==> config.mk <==
export PLATFORM = sky130hd
export DESIGN_NAME = hll_fifo
export DESIGN_NICKNAME = d
export VERILOG_FILES = /design/src/rtl/hll_pkg.sv /design/src/rtl/hll_fifo.sv
export SDC_FILE = /design/constraint.sdc
export NUM_CORES = 1
export LEC_CHECK = 0
export BUFFER_PORTS_ARGS = -buffer_cell sky130_fd_sc_hd__buf_2
export CAP_MARGIN = 20
export CORE_ASPECT_RATIO = 0.75
export CORE_MARGIN = 2
export CORE_UTILIZATION = 51
export DETAILED_ROUTE_END_ITERATION = 10
export GPL_ROUTABILITY_DRIVEN = 0
export MAX_ROUTING_LAYER = met4
export PLACE_DENSITY = 0.82
export SKIP_LAST_GASP = 1
export SLEW_MARGIN = 20
export SYNTH_ARGS = -nofsm -noshare
export SYNTH_HDL_FRONTEND = slang
export SYNTH_SLANG_ARGS = --single-unit
==> constraint.sdc <==
create_clock -name clk -period 2.05 [get_ports clk]
set_input_delay 0.3075 -clock clk [delete_from_list [all_inputs] [get_ports clk]]
set_output_delay 0.3075 -clock clk [all_outputs]
set_load 0.02 [all_outputs]
==> src/rtl/hll_pkg.sv <==
// shared types, constants and helper functions for the hyperloglog sketch update block
`default_nettype none
package hll_pkg;

  localparam int MaxIndexBits = 16;
  localparam int RankBits     = 6;
  localparam int OutIndexBits = 12;
  localparam int HashBits     = 32;
  localparam int QueueDepth   = 4;
  localparam int QueuePtrBits = $clog2(QueueDepth);

  localparam logic [HashBits-1:0] MixMulA = 32'h7feb352d;
  localparam logic [HashBits-1:0] MixMulB = 32'h846ca68b;

  typedef logic [1:0] mode_t;
  localparam mode_t MODE_ADD   = 2'd0;
  localparam mode_t MODE_MERGE = 2'd1;
  localparam mode_t MODE_READ  = 2'd2;

  typedef struct packed {
    logic                    wr;
    logic [MaxIndexBits-1:0] idx;
    logic [RankBits-1:0]     cand;
  } job_t;

  typedef struct packed {
    logic clearing;
  } back_stat_t;

  function automatic logic [3:0] lzc8(input logic [7:0] v);
    logic [3:0] n;
    logic       found;
    n     = 4'd8;
    found = 1'b0;
    for (int i = 7; i >= 0; i--) begin
      if (!found && v[i]) begin
        n     = 4'(7 - i);
        found = 1'b1;
      end
    end
    return n;
  endfunction

  function automatic logic [5:0] lzc32(input logic [31:0] w);
    logic [3:0] z3;
    logic [3:0] z2;
    logic [3:0] z1;
    logic [3:0] z0;
    logic [5:0] res;
    z3 = lzc8(w[31:24]);
    z2 = lzc8(w[23:16]);
    z1 = lzc8(w[15:8]);
    z0 = lzc8(w[7:0]);
    if (!z3[3]) begin
      res = 6'(z3);
    end else if (!z2[3]) begin
      res = 6'd8 + 6'(z2);
    end else if (!z1[3]) begin
      res = 6'd16 + 6'(z1);
    end else begin
      res = 6'd24 + 6'(z0);
    end
    return res;
  endfunction

endpackage
`default_nettype wire

==> src/rtl/hll_fifo.sv <==
// short job queue between the front pipeline and the register update
`default_nettype none
module hll_fifo (
  input  wire                 clk,
  input  wire                 rst,
  input  wire                 in_valid,
  output logic                in_ready,
  input  wire hll_pkg::job_t  in_job,
  output logic                out_valid,
  input  wire                 out_ready,
  output hll_pkg::job_t       out_job
);

  hll_pkg::job_t                     slots [hll_pkg::QueueDepth];
  logic [hll_pkg::QueuePtrBits-1:0]  wptr;
  logic [hll_pkg::QueuePtrBits-1:0]  rptr;
  logic [hll_pkg::QueuePtrBits:0]    count;
  logic                              push;
  logic                              pop;

  assign in_ready  = (count != (hll_pkg::QueuePtrBits + 1)'(hll_pkg::QueueDepth));
  assign out_valid = (count != '0);
  assign out_job   = slots[rptr];
  assign push      = in_valid && in_ready;
  assign pop       = out_valid && out_ready;

  always_ff @(posedge clk) begin
    if (rst) begin
      wptr  <= '0;
      rptr  <= '0;
      count <= '0;
    end else begin
      if (push) begin
        wptr <= wptr + 1'b1;
      end
      if (pop) begin
        rptr <= rptr + 1'b1;
      end
      if (push && !pop) begin
        count <= count + 1'b1;
      end else if (pop && !push) begin
        count <= count - 1'b1;
      end
    end
  end

  always_ff @(posedge clk) begin
    if (push) begin
      slots[wptr] <= in_job;
    end
  end

endmodule
`default_nettype wire

# == Word level (Yosys, flattened, before mapping) ==
# Memories as Yosys holds them, arrays and structs flattened. A register that Yosys moved wholly into a read port is not among the register bits.
# Cells that the tools add are included.
# totals
regBits,7
mem_bits_rw,92
in_bits,27
elab_cells,23
n_memories,1
# mem_list
memory,words,word_bits,rd,rd_clocked_by_memory_dff,wr,line,rtl
slots,4,23,1,1,1,hll_fifo.sv:14,hll_pkg::job_t slots [hll_pkg::QueueDepth];
# op_classes
addsub,4
eq_ne,1
n_mux,6
reduce_logical,8
# ops
operator,count
$mux 3,2
$add 2x1->2 const B,2
$logic_and 1x1->1,4
$mux 2,2
$add 3x1->3 const B,1
$ne 3x3->1 const B,1
$reduce_bool 3->1,1
$sub 3x1->3 const B,1
$logic_not 1->1,2
$mux 1,2
$reduce_bool 2->1,1

# == Longest topological paths before layout ==
# depth
depth_word,6
depth_mapped,8
depth_no_buf,8

# == Worst setup path after synthesis ==
# OpenSTA, ideal clock, no wires.
# synth_timing
path_type,register -> register
from,reg count[0] (netlist bit)
to,reg count[2] (netlist bit)
setup_ns,0.070
t_arrival_ns,1.908
t_required_ns,1.980
setup_slack_ns,0.072
stages_incl_launch_ff,9
n_path_buf,0
cell_sequence,dfxtp_1 nor2_2 a21boi_4 ha_1 inv_1 fa_1 xor2_1 or3_1 a21oi_1
# synth_between
elab_chain_cells,5
word_cells_on_any_way,13
# synth_rtl
element,line,rtl
"start, declared",hll_fifo.sv:17,logic [hll_pkg::QueuePtrBits:0] count;
"start signal, assigned",hll_fifo.sv:40,count <= count + 1'b1;
"start signal, assigned",hll_fifo.sv:42,count <= count - 1'b1;
$ne 3x3->1 *,hll_fifo.sv:21,assign in_ready = (count != (hll_pkg::QueuePtrBits + 1)'(hll_pkg::QueueDepth));
$logic_and 1x1->1 *,hll_fifo.sv:24,assign push = in_valid && in_ready;
via push,hll_fifo.sv:18,logic push;
$logic_not 1->1,hll_fifo.sv:41,end else if (pop && !push) begin
$logic_and 1x1->1,hll_fifo.sv:41,
$reduce_bool 2->1 (no source line),--,
# The timed path passes the listed nets; every way through them passes the cells marked *. The select of a mux whose other input is x is not followed.
# A chain may end at the register's enable or synchronous reset.

# == Worst setup path after layout ==
# layout_timing
from,reg count[1] (netlist bit)
to,reg count[2] (netlist bit)
# layout_between
elab_chain_cells,5
word_cells_on_any_way,13
# layout_rtl
element
branches (longest 5 deep; another with $sub 3x1->3)
# Parallel ways; which one is timed is not known. The select of a mux whose other input is x is not followed.

==> results by group <==
Critical path
  • Slowest stage delay, CP: 0.38 ns
  • Reg-to-Reg Start: count[1]
  • WP data required: 2.33 ns
  • Crit path kind: reg2reg
  • CP top delay family: adder cells
  • CP arrival: 2.27 ns
  • CP startpoint kind: flop
  • Worst reg2reg endpoint: count[2]
  • Reg2reg setup slack: 0.06 ns
  • Critical Path Sink Type: flop
  • Buf+Inv Stages, Crit Path: 1
  • Critical-path maximum fanout: 3
  • Critical-path cell list: o31ai_4 -> ha_2 -> inv_1 -> fa_1 -> xor2_1 -> or3_1 -> a21oi_1
  • Worst-case reg-to-reg path depth: 7
  • Slowest-stage cell, CP: fa_1

Route
  • DRT Wirelength: 6.138 mm
  • Routed via count: 1,810
  • Residual DRC: 0
  • Via density: 5.277
  • WL/cell: 17.90 um
  • Drt pass-1 iters: 4
  • DR iter-0 viols: 84
  • ANT nets after route: 0

Timing
  • Setup slack after layout: 0.06389 ns
  • Least-Margin Pin Slew: 0.2895 ns
  • Period minus WS final: 1.986 ns
  • Highest clock rate: 0.5035 GHz
  • Number of hold violations in the final report: 0
  • Slew Limit Fails: 0
  • Period utilisation layout: 0.9688
  • Final setup viols: 0
  • Clock skew: 0.01477 ns
  • Worst hold margin: 0.1585 ns
  • Normalized max-slew margin: 0.8039

Synth
  • Yosys reg bits: 101
  • Cell Area, Synth: 3834 um2
  • YS warnings: 0
  • Post-synth cell types: 25
  • Syn nets: 201
  • Synth Area per Inst: 22.82 um2
  • Register area share after synthesis: 0.7676
  • Cells after Synth: 168

Global routing
  • Pin count of the biggest net entering global routing: 24
  • Vias in the first global route: 1,907
  • Global route overflow: 0
  • GRT Overall Usage: 0.1625
  • Initial antenna violation count: 0
  • First-pass GRT wire length: 9.604 mm

Clock network
  • Max clock buf depth: 2
  • Sink Count: 101
  • Clk Tree Root Cell: clkbuf_8
  • Htree depth: 3
  • Clock-pin slew on the worst setup and hold paths: 0.10 ns
  • CTS tree: built
  • Total clock buffers created by CTS: 9
  • Clock latency on the worst-skew pair: 0.36 ns

Floorplan
  • Site Rows: 27
  • Die Ht: 79.09 um
  • Die area: 8234 um2
  • Ports: 52
  • Chip width: 104.1 um
  • Core area: 7297 um2
  • Initial Utilization: 0.5254

Power and ir drop
  • PD cells: 1187 nW/um2
  • Max VDD drop: 0.4937 mV
  • Leak: 1.557 nW

Place
  • Post-DP HPWL: 4.061 mm
  • Worst slack, placed: 0.06202 ns
  • I/O Buffers: 51

Min path
  • Hold Path End: slots[0][4]
  • Hold_sp: in_job[4]
  • Hold depth: 1
  • Tightest Hold Check Type: in2reg

Final layout
  • Core Util, Final: 0.6161
  • Multi-input logic area: 825.8 um2
  • Reg area: 2950 um2
  • Commonest non-fill, non-tap cell in the layout: edfxtp_1
  • Fillers: 522
  • N_diodes: 0
  • Nets: 270
  • Area growth syn-to-layout: 17.26%
  • Share of post-route cells with drive strength above 1: 0.4421
  • Commonest non-fill, non-tap cells in the layout: edfxtp_1 (92), buf_2 (51), mux4_2 (20)

Run
  • Max-cap viol count: 0

Run status
  • Status: complete, no violations
[power breakdown]
group / internal, mW / switching [mW]
sequential: 2.52 / 0.129
combinational: 0.756 / 0.856
clock: 0.445 / 0.634
total: 3.72 / 1.62
[registers in the layout, indices dropped and copies added (netlist names), named ones only]
name / cells
count: 3
rptr: 2
slots: 92
wptr: 2
[synth_stat cells]
cell type	instances	area (um2)
nor2_2	1	6.260
xor2_1	4	35.03
o31ai_2	1	12.51
mux2_1	1	11.26
edfxtp_1	92	2763
nand2_1	1	3.750
mux4_1	3	78.83
nand2b_1	2	12.51
fa_1	1	20.02
buf_12	2	40.04
mux4_2	20	450.4
dfxtp_1	9	180.2
buf_2	2	10.01
mux2i_1	2	20.02
o311ai_1	1	8.760
and2_1	4	25.02
nor2_1	7	26.28
ha_1	5	62.56
a21oi_1	1	5.000
or3_1	2	12.51
buf_6	1	11.26
clkbuf_1	1	3.750
o21ai_0	1	5.000
inv_1	3	11.26
a21boi_4	1	18.77
[how the worst max path moves through the flow]
stage               startpoint          end  slack [ns]  cells past startpoint
finish                count[1]     count[2]        0.06                      7
global placement      count[2]     count[2]        0.13                      7
floorplan             count[0]     count[2]        0.07                      8
CTS                       flop  out_job[20]       -0.02                      3
detailed placement    count[2]     count[2]        0.06                      7
global route          count[1]     count[2]      -0.009                      7
[cell type report]
| type | instances | share of cell area |
|---|---|---|
| clock buffer | 9 | 0.02755 |
| clock inverter | 7 | 0.01113 |
| inverter | 3 | 0.002505 |
| multi-input combinational | 58 | 0.1837 |
| sequential | 101 | 0.6563 |
| tap | 101 | 0.02811 |
| timing repair buffer | 64 | 0.09073 |
[what timing repair did]
action	CTS	global route
resized for setup	0	6
hold buffers	0	0
setup endpoints to repair	7	20
gates cloned	0	1
setup buffers	0	0
[layer usage]
metal / wire length, um / global-route usage / vias to the layer above
li1: - / - / 824
met1: 2583 / 0.2044 / 928
met2: 3164 / 0.2605 / 51
met3: 319 / 0.04844 / 7
met4: 70 / 0.05135 / 0
met5: 0 / - / -
[cell families (layout without fill, tap and decap cells)]
| logic type | count (synthesis) | in the layout | share of synthesized area |
|---|---|---|---|
| XOR/XNOR | 4 | 4 | 0.009137 |
| flip-flops | 101 | 101 | 0.7676 |
| buffers and inverters | 9 | 83 | 0.01991 |
| AO/OA/AOI/OAI | 5 | 5 | 0.01305 |
| adder cells (fa/ha/maj) | 6 | 6 | 0.02154 |
| AND/OR/NAND/NOR | 17 | 17 | 0.02252 |
| multiplexers | 26 | 26 | 0.1462 |
[metrics by stage]
step | instances | setup TNS [ns] | power [mW] | area, um2
after global routing | 343 | -0.008595 | 5.615 | 4496
after floorplan | 168 | 0 | 3.800 | 3834
after detailed placement | 326 | 0 | 4.247 | 4279
after CTS | 342 | -0.08134 | 5.314 | 4453
after global placement | 326 | 0 | 4.208 | 4279
final | 343 | 0 | 5.335 | 4496
No activity file was read; power rests on OpenSTA's default activity.
