### src/rtl/hll_pkg.sv
// shared types, constants and helper functions for the hyperloglog sketch update block
`default_nettype none
package hll_pkg;

  localparam int MaxIndexBits = 16;
  localparam int RankBits     = 6;
  localparam int OutIndexBits = 12;
  localparam int HashBits     = 32;
  localparam int QueueDepth   = 4;
  localparam int QueuePtrBits = $clog2(QueueDepth);

  localparam logic [HashBits-1:0] MixMulA = 32'h7feb352d;
  localparam logic [HashBits-1:0] MixMulB = 32'h846ca68b;

  typedef logic [1:0] mode_t;
  localparam mode_t MODE_ADD   = 2'd0;
  localparam mode_t MODE_MERGE = 2'd1;
  localparam mode_t MODE_READ  = 2'd2;

  typedef struct packed {
    logic                    wr;
    logic [MaxIndexBits-1:0] idx;
    logic [RankBits-1:0]     cand;
  } job_t;

  typedef struct packed {
    logic clearing;
  } back_stat_t;

  function automatic logic [3:0] lzc8(input logic [7:0] v);
    logic [3:0] n;
    logic       found;
    n     = 4'd8;
    found = 1'b0;
    for (int i = 7; i >= 0; i--) begin
      if (!found && v[i]) begin
        n     = 4'(7 - i);
        found = 1'b1;
      end
    end
    return n;
  endfunction

  function automatic logic [5:0] lzc32(input logic [31:0] w);
    logic [3:0] z3;
    logic [3:0] z2;
    logic [3:0] z1;
    logic [3:0] z0;
    logic [5:0] res;
    z3 = lzc8(w[31:24]);
    z2 = lzc8(w[23:16]);
    z1 = lzc8(w[15:8]);
    z0 = lzc8(w[7:0]);
    if (!z3[3]) begin
      res = 6'(z3);
    end else if (!z2[3]) begin
      res = 6'd8 + 6'(z2);
    end else if (!z1[3]) begin
      res = 6'd16 + 6'(z1);
    end else begin
      res = 6'd24 + 6'(z0);
    end
    return res;
  endfunction

endpackage
`default_nettype wire

### src/rtl/hll_front.sv
// front pipeline: hash finalizer, register index select and rank computation
`default_nettype none
module hll_front #(
  parameter int INDEX_BITS = 12
) (
  input  wire                                    clk,
  input  wire                                    rst,
  input  wire                                    hold,
  input  wire                                    in_valid,
  output logic                                   in_ready,
  input  wire  hll_pkg::mode_t                   mode,
  input  wire  [hll_pkg::HashBits-1:0]           hash,
  input  wire  [hll_pkg::OutIndexBits-1:0]       reg_index,
  input  wire  [hll_pkg::RankBits-1:0]           merge_rank,
  output logic                                   job_valid,
  input  wire                                    job_ready,
  output hll_pkg::job_t                          job
);

  localparam int RestBits = hll_pkg::HashBits - INDEX_BITS;
  localparam logic [hll_pkg::MaxIndexBits-1:0] IdxMask =
    hll_pkg::MaxIndexBits'((32'd1 << INDEX_BITS) - 32'd1);
  localparam logic [hll_pkg::RankBits-1:0] EmptyRank = hll_pkg::RankBits'(RestBits + 1);

  logic                              en;
  logic                              accept;
  logic                              v1;
  logic                              v2;
  logic                              v3;
  logic [hll_pkg::HashBits-1:0]      h0;
  logic [hll_pkg::HashBits-1:0]      m1;
  logic [hll_pkg::HashBits-1:0]      p1;
  logic [hll_pkg::HashBits-1:0]      x1;
  logic [hll_pkg::HashBits-1:0]      m2;
  logic [hll_pkg::HashBits-1:0]      p2;
  logic [hll_pkg::HashBits-1:0]      f;
  logic [hll_pkg::HashBits-1:0]      w;
  logic [5:0]                        lz;
  logic [hll_pkg::RankBits-1:0]      rank;
  logic [hll_pkg::MaxIndexBits-1:0]  hidx;
  logic [hll_pkg::MaxIndexBits-1:0]  ridx;
  logic                              wr_in;
  logic                              add_in;
  logic                              wr1;
  logic                              wr2;
  logic                              add1;
  logic                              add2;
  logic [hll_pkg::MaxIndexBits-1:0]  idx1;
  logic [hll_pkg::MaxIndexBits-1:0]  idx2;
  logic [hll_pkg::RankBits-1:0]      cand1;
  logic [hll_pkg::RankBits-1:0]      cand2;
  hll_pkg::job_t                     job3;

  assign en        = !v3 || job_ready;
  assign in_ready  = en && !hold;
  assign accept    = in_valid && in_ready;
  assign job_valid = v3;
  assign job       = job3;

  // decode and first multiply
  assign add_in = (mode == hll_pkg::MODE_ADD);
  assign wr_in  = (mode == hll_pkg::MODE_ADD) || (mode == hll_pkg::MODE_MERGE);
  assign ridx   = hll_pkg::MaxIndexBits'(reg_index) & IdxMask;
  assign h0     = hash ^ (hash >> 16);
  assign m1     = h0 * hll_pkg::MixMulA;

  // second multiply
  assign x1 = p1 ^ (p1 >> 15);
  assign m2 = x1 * hll_pkg::MixMulB;

  // index and rank
  assign f    = p2 ^ (p2 >> 16);
  assign hidx = hll_pkg::MaxIndexBits'(f >> RestBits) & IdxMask;
  assign w    = f << INDEX_BITS;
  assign lz   = hll_pkg::lzc32(w);
  assign rank = (w == '0) ? EmptyRank : hll_pkg::RankBits'(lz + 6'd1);

  always_ff @(posedge clk) begin
    if (rst) begin
      v1 <= 1'b0;
      v2 <= 1'b0;
      v3 <= 1'b0;
    end else if (en) begin
      v1 <= accept;
      v2 <= v1;
      v3 <= v2;
    end
  end

  always_ff @(posedge clk) begin
    if (en) begin
      p1         <= m1;
      wr1        <= wr_in;
      add1       <= add_in;
      idx1       <= ridx;
      cand1      <= merge_rank;
      p2         <= m2;
      wr2        <= wr1;
      add2       <= add1;
      idx2       <= idx1;
      cand2      <= cand1;
      job3.wr    <= wr2;
      job3.idx   <= add2 ? hidx : idx2;
      job3.cand  <= add2 ? rank : cand2;
    end
  end

endmodule
`default_nettype wire

### config.mk
export PLATFORM = sky130hd
export DESIGN_NAME = hll_front
export DESIGN_NICKNAME = d
export VERILOG_FILES = /design/src/rtl/hll_pkg.sv /design/src/rtl/hll_front.sv
export SDC_FILE = /design/constraint.sdc
export NUM_CORES = 1
export LEC_CHECK = 0
export ABC_AREA = 1
export BUFFER_PORTS_ARGS = -buffer_cell sky130_fd_sc_hd__buf_2
export CAP_MARGIN = 0
export CORE_MARGIN = 8
export CORE_UTILIZATION = 25
export DETAILED_ROUTE_END_ITERATION = 12
export GPL_ROUTABILITY_DRIVEN = 1
export GPL_TIMING_DRIVEN = 0
export PLACE_DENSITY = 0.41
export SLEW_MARGIN = 15
export SYNTH_ARGS = -nofsm -noshare
export SYNTH_HDL_FRONTEND = slang
export SYNTH_SLANG_ARGS = --single-unit
### constraint.sdc
create_clock -name clk -period 11.22 [get_ports clk]
set_clock_uncertainty 0.05 [all_clocks]
set_input_delay 1.122 -clock clk [delete_from_list [all_inputs] [get_ports clk]]
set_output_delay 1.122 -clock clk [all_outputs]
set_load 0.02 [all_outputs]
# After elaboration in Yosys (flattened, before gate mapping)
# Index checks and enable logic that the tools add are counted.
# Widths: inputs -> output; s select.
[totals]
regBits = 126
input_bits = 57
output_inout_bits = 25
wordCells = 110
[classes]
n_addsub = 3
multipliers = 2
n_eq_ne = 1
mux = 43
n_bitwise = 3
n_reduce_logical = 42
[op_table]
columns = ["cell", "n"]
rows = [
  ["$mux 4", 20],
  ["$xor 32x16->32", 2],
  ["$logic_not 32->1", 1],
  ["$mul 32x31->32 const B", 1],
  ["$mul 32x32->32 const B", 1],
  ["$xor 32x17->32", 1],
  ["$mux 6", 5],
  ["$logic_and 1x1->1", 19],
  ["$logic_not 1->1", 19],
  ["$mux 1", 17],
  ["$mux 12", 1],
  ["$add 5x4->6 const A", 1],
  ["$add 6x1->6 const B", 1],
  ["$add 4x4->5 const A", 1],
  ["$eq 2x1->1 const B", 1],
  ["$logic_not 2->1", 1],
  ["$logic_or 1x1->1", 2],
]

# Logic depth before layout (Yosys ltp)
[logic_depth]
depth_word = 29
ltp_mapped = 33
depth_no_buf = 33

# Worst setup path after synthesis
# No wires, ideal clock.
[synth_timing]
path_type = "in2reg"
startpoint = "input port hash[0] in the netlist's numbering"
endpoint = "register p1[31] in the netlist's numbering, data pin"
setup_ps = 249
arrival_ps = 7271
required_ps = 10921
slack_ps = 3650
stages = 27
n_path_buf = 0
path_cell_list = "xor2_1 > inv_1 > nor2_1 > inv_1 > nand2_1 > inv_1 > ha_1 > or2_2 > fa_1 > fa_1 > fa_1 > fa_1 > fa_1 > fa_1 > fa_1 > ha_1 > inv_1 > nor3_1 > nand2_1 > nor4_1 > nand2_1 > inv_1 > nor2_1 > inv_1 > nand3_1 > nand2_1 > inv_1"
[synth_between]
elab_chain_len = 2
[synth_rtl]
columns = ["element", "line_no", "source"]
rows = [
  ["from (decl)", "hll_front.sv:12", "input wire [hll_pkg::HashBits-1:0] hash,"],
  ["$xor 32x16->32", "hll_front.sv:64", "assign h0 = hash ^ (hash >> 16);"],
  ["$mul 32x31->32", "hll_front.sv:65", "assign m1 = h0 * hll_pkg::MixMulA;"],
  ["via m1, one bit", "hll_front.sv:31", "logic [hll_pkg::HashBits-1:0] m1;"],
  ["to (signal assigned)", "hll_front.sv:92", "p1 <= m1;"],
  ["to (decl)", "hll_front.sv:32", "logic [hll_pkg::HashBits-1:0] p1;"],
]
# The timed path passes the listed nets, and every way through them passes these cells.
# A chain may end at the register's enable or synchronous reset.

# Final worst setup path
[layout_timing]
startpoint = "input port hash[20] in the netlist's numbering"
endpoint = "register p1[31] in the netlist's numbering, data pin"
# The elaborated chain is that of the path after synthesis.

==> flow_results.org <==
** Floorplanning
- Overall die area :: 100000 um2
- I/O pin count :: 82
- After floorplanning, the core was divided into 110 placement rows.
- Initial cell density of the core :: 25.1%
- The die is 316 um wide.
- Core outline area :: 89600 um2
- Die height :: 316 um

** Detailed routing
- The final route contains 15500 vias.
- In the routed design, unresolved DRC markers number 0.
- Number of iterations in the first detailed-routing pass :: 5
- Initial DRC count :: 763
- Once detail routing completed, the nets flagged for antenna violations numbered 0.
- Summed over all layers, the routed wires come to 64600 um.
- Post-detailed-route via-to-cell ratio :: 4.18
- Final routed wire length divided by cell count :: 17.5 um

** CTS
- In this run, CTS created clock tree buffers numbering 17.
- CTS built an H-tree with a depth of 4.
- Clock-pin slew on the worst setup and hold paths :: 70 ps
- Clock Tree Buf Depth :: 2
- Master cell of the clock root buffer :: sky130_fd_sc_hd__clkbuf_16
- In this run the post-CTS setup repair buffer count came out at 0.
- CTS tree :: built
- Clock Sink Count :: 126
- After clock tree synthesis, the flow added hold-fix buffers numbering 0.
- Post-cts resize count :: 0
- The later pin in the worst-skew pair is clocked with a latency of 430 ps.

** Yosys
- Of all flip-flops after synthesis, the portion carrying an async set or reset was 0%.
- sky130_fd_sc_hd__inv_1 is the most common cell in the netlist.
- Counting flops and latches in the post-synthesis netlist gives 126.
- In the synthesized netlist, the number of instances is 2408.
- Seq/Total Area, Yosys :: 16.7%
- Number of distinct library cells after synthesis :: 43
- Counting flops with a built-in enable in the synthesized netlist gives 123.
- Among all flip-flop cells after synthesis, the most frequent one is sky130_fd_sc_hd__edfxtp_1.
- The share of synthesized area in the top cell type comes to 30.7%.
- Biggest area consumer among synthesized cells :: sky130_fd_sc_hd__fa_1
- After synthesis, the mean cell area works out to 9.35 um2.
- Yosys warnings :: 0
- Leading post-synthesis cells by instance count :: sky130_fd_sc_hd__inv_1, sky130_fd_sc_hd__ha_1, sky130_fd_sc_hd__nand2_1, sky130_fd_sc_hd__fa_1, sky130_fd_sc_hd__edfxtp_1
- After synthesis, the cell types taking the most area are sky130_fd_sc_hd__fa_1, sky130_fd_sc_hd__ha_1, sky130_fd_sc_hd__edfxtp_1.
- Summed instance area of the synthesized netlist :: 22500 um2

** Global routing
- Global route overflow :: 0
- In the global route stage, overall resource usage came out at 13.2%.
- Maximum number of pins on one net before global-route repair :: 90
- Global-route wire length before repair :: 99800 um
- Number of antenna violations at the first check in global routing :: 0
- The number of global-route vias before repair was 17200.

** Timing
- Max frequency :: 0.109 GHz
- For the pin with the worst max-slew slack, the measured transition is 1200 ps.
- Setup repair after global routing missed its margin :: no
- Shortest clock period the worst path allows after layout :: 9150 ps
- Setup violations, final :: 0
- Final-layout setup total negative slack :: 0 ps
- After layout, the worst path uses 81.5% of the clock period.
- Max-slew violation count :: 0
- Fin. Hold Viols :: 0
- The worst pin sits at a relative slew slack of 19.9%.

** Cells and area
- 0 antenna diodes ended up in the layout.
- Layout cell share with drive strength beyond 1 :: 5.86%
- Area of the multi-input gates :: 16200 um2
- Once layout is complete, the cells apart from fillers number 3700.
- Counting the fill cells in the layout gives 9485.
- The area growth from synthesis to layout is 11.4%.
- For this run, the post-layout net count is 3280.
- The sequential cells in the finished layout cover a total of 3750 um2.

** Worst setup path
- WP data required :: 11360 ps
- Startpoint type of the worst setup path :: input port
- WP data arrival :: 9290 ps
- Tracing the worst setup path back leads to its startpoint at hash[20].
- Crit-path most repeated cell :: sky130_fd_sc_hd__inv_1
- Worst Setup End Kind :: flop
- Standard cell with the maximum stage delay on the critical path :: sky130_fd_sc_hd__xor2_1
- Launching point of the worst reg2reg path :: p1[25]$_DFFE_PN_
- In this run the worst path has a maximum fanout of 8.
- The worst setup path is of the input port to flop kind.
- In this design, the stage delay of the slowest critical-path cell is 920 ps.

** Placed design
- At the end of routability-driven placement, the weighted congestion stood at 0.879.
- During placement, the flow inserted port buffers numbering 77.
- Placed wire-length estimate after detailed placement :: 57200 um
- Cells after DPL :: 3668

** Worst hold path
- The worst hold path begins at idx1[8]$_DFFE_PN_.
- In this run the worst hold path is classified as flop to flop.

** Flow run
- Number of max-capacitance violations reported :: 0

** Run status
- Run status :: finished, final reports clean
==> stage by stage <==
step	area [um2]	hold slack, ps	setup slack (ps)	utilization, %
5_1_grt	25100	370	1750	28.0
3_3_place_gp	24400	351	767	27.2
4_1_cts	25100	366	2080	28.0
3_5_place_dp	24500	355	1610	27.4
2_1_floorplan	22500	350	3650	-
6_report	25100	368	2070	28.0
==> cells by family (layout without fill, tap and decap cells) <==
family	after synthesis	in the layout	share of synthesized area [%]
AO/OA/AOI/OAI	154	154	3.98
XOR/XNOR	167	167	6.53
adder cells (fa/ha/maj)	712	712	51.0
buffers and inverters	700	813	11.8
flip-flops	126	126	16.7
other	1	4	0.0166
AND/OR/NAND/NOR	548	548	10.0
==> cell type report <==
cell class | count | area share, %
Buffer | 11 | 0.244
Multi-Input combinational cell | 1585 | 64.5
Sequential cell | 126 | 15.0
Tap cell | 1176 | 5.86
Timing Repair Buffer | 81 | 1.79
Clock buffer | 17 | 1.69
Inverter | 689 | 10.3
Clock inverter | 15 | 0.663
==> state kept, by name, summed over array words and instances, names as in the netlist, 6 cells and up <==
signal and flops:
cand1 6, cand2 6, idx1 12, idx2 12, job 19, p1 32
p2 32
==> routing by layer <==
layer | wire length [um] | share of wire (%) | vias to the layer above | GRT usage, %
met5 | 0 | 0 | - | 0
met4 | 2210 | 3.4 | 0 | 4.63
met3 | 2100 | 3.3 | 87 | 1.55
met2 | 32000 | 50 | 288 | 23.5
met1 | 28200 | 44 | 7554 | 16.4
li1 | - | - | 7541 | -
==> worst max-delay path: cells and delay by family <==
family                     cells  cell delay (ps)
adders and majority gates      9             4060
xor gates and xnor gates       1              920
buffers and inverters          9             1040
and+or+nand+nor                6             1270
AOI/OAI and AO/OA              4              860
==> worst paths after layout <==
path / endpoint / slack (ps) / depth (start not counted)
setup / recovery: p1[31]$_DFFE_PN_ / 2070 / 29
setup reg to reg: p2[30]$_DFFE_PN_ / 3700 / 21
hold reg to reg: idx2[8]$_DFFE_PN_ / 370 / 0
hold / removal: idx2[8]$_DFFE_PN_ / 370 / 0
==> layout by cell type (no fill, tap or decap), types with 4 or more instances in the layout <==
master and n:
sky130_fd_sc_hd__xor2_2 7, sky130_fd_sc_hd__a21oi_1 63, sky130_fd_sc_hd__nor3_1 9, sky130_fd_sc_hd__nand3b_1 7, sky130_fd_sc_hd__nand2_2 6, sky130_fd_sc_hd__xor2_1 91, sky130_fd_sc_hd__clkbuf_1 5, sky130_fd_sc_hd__or2_2 9
sky130_fd_sc_hd__o211ai_1 8, sky130_fd_sc_hd__ha_1 367, sky130_fd_sc_hd__conb_1 4, sky130_fd_sc_hd__nor2_1 98, sky130_fd_sc_hd__xnor2_1 69, sky130_fd_sc_hd__o21ai_1 5, sky130_fd_sc_hd__clkbuf_16 17, sky130_fd_sc_hd__a21o_1 10
sky130_fd_sc_hd__inv_6 7, sky130_fd_sc_hd__clkinv_8 4, sky130_fd_sc_hd__o21ai_0 35, sky130_fd_sc_hd__buf_2 78, sky130_fd_sc_hd__inv_1 687, sky130_fd_sc_hd__nand2_1 348, sky130_fd_sc_hd__a211oi_1 4, sky130_fd_sc_hd__o21bai_1 12
sky130_fd_sc_hd__buf_4 5, sky130_fd_sc_hd__a31oi_1 6, sky130_fd_sc_hd__fa_1 345, sky130_fd_sc_hd__nand3_1 53, sky130_fd_sc_hd__nand4_1 8, sky130_fd_sc_hd__edfxtp_1 123
Power is not shown: default switching activity piles up to over one toggle a cycle in this logic, so the estimate is an artifact.
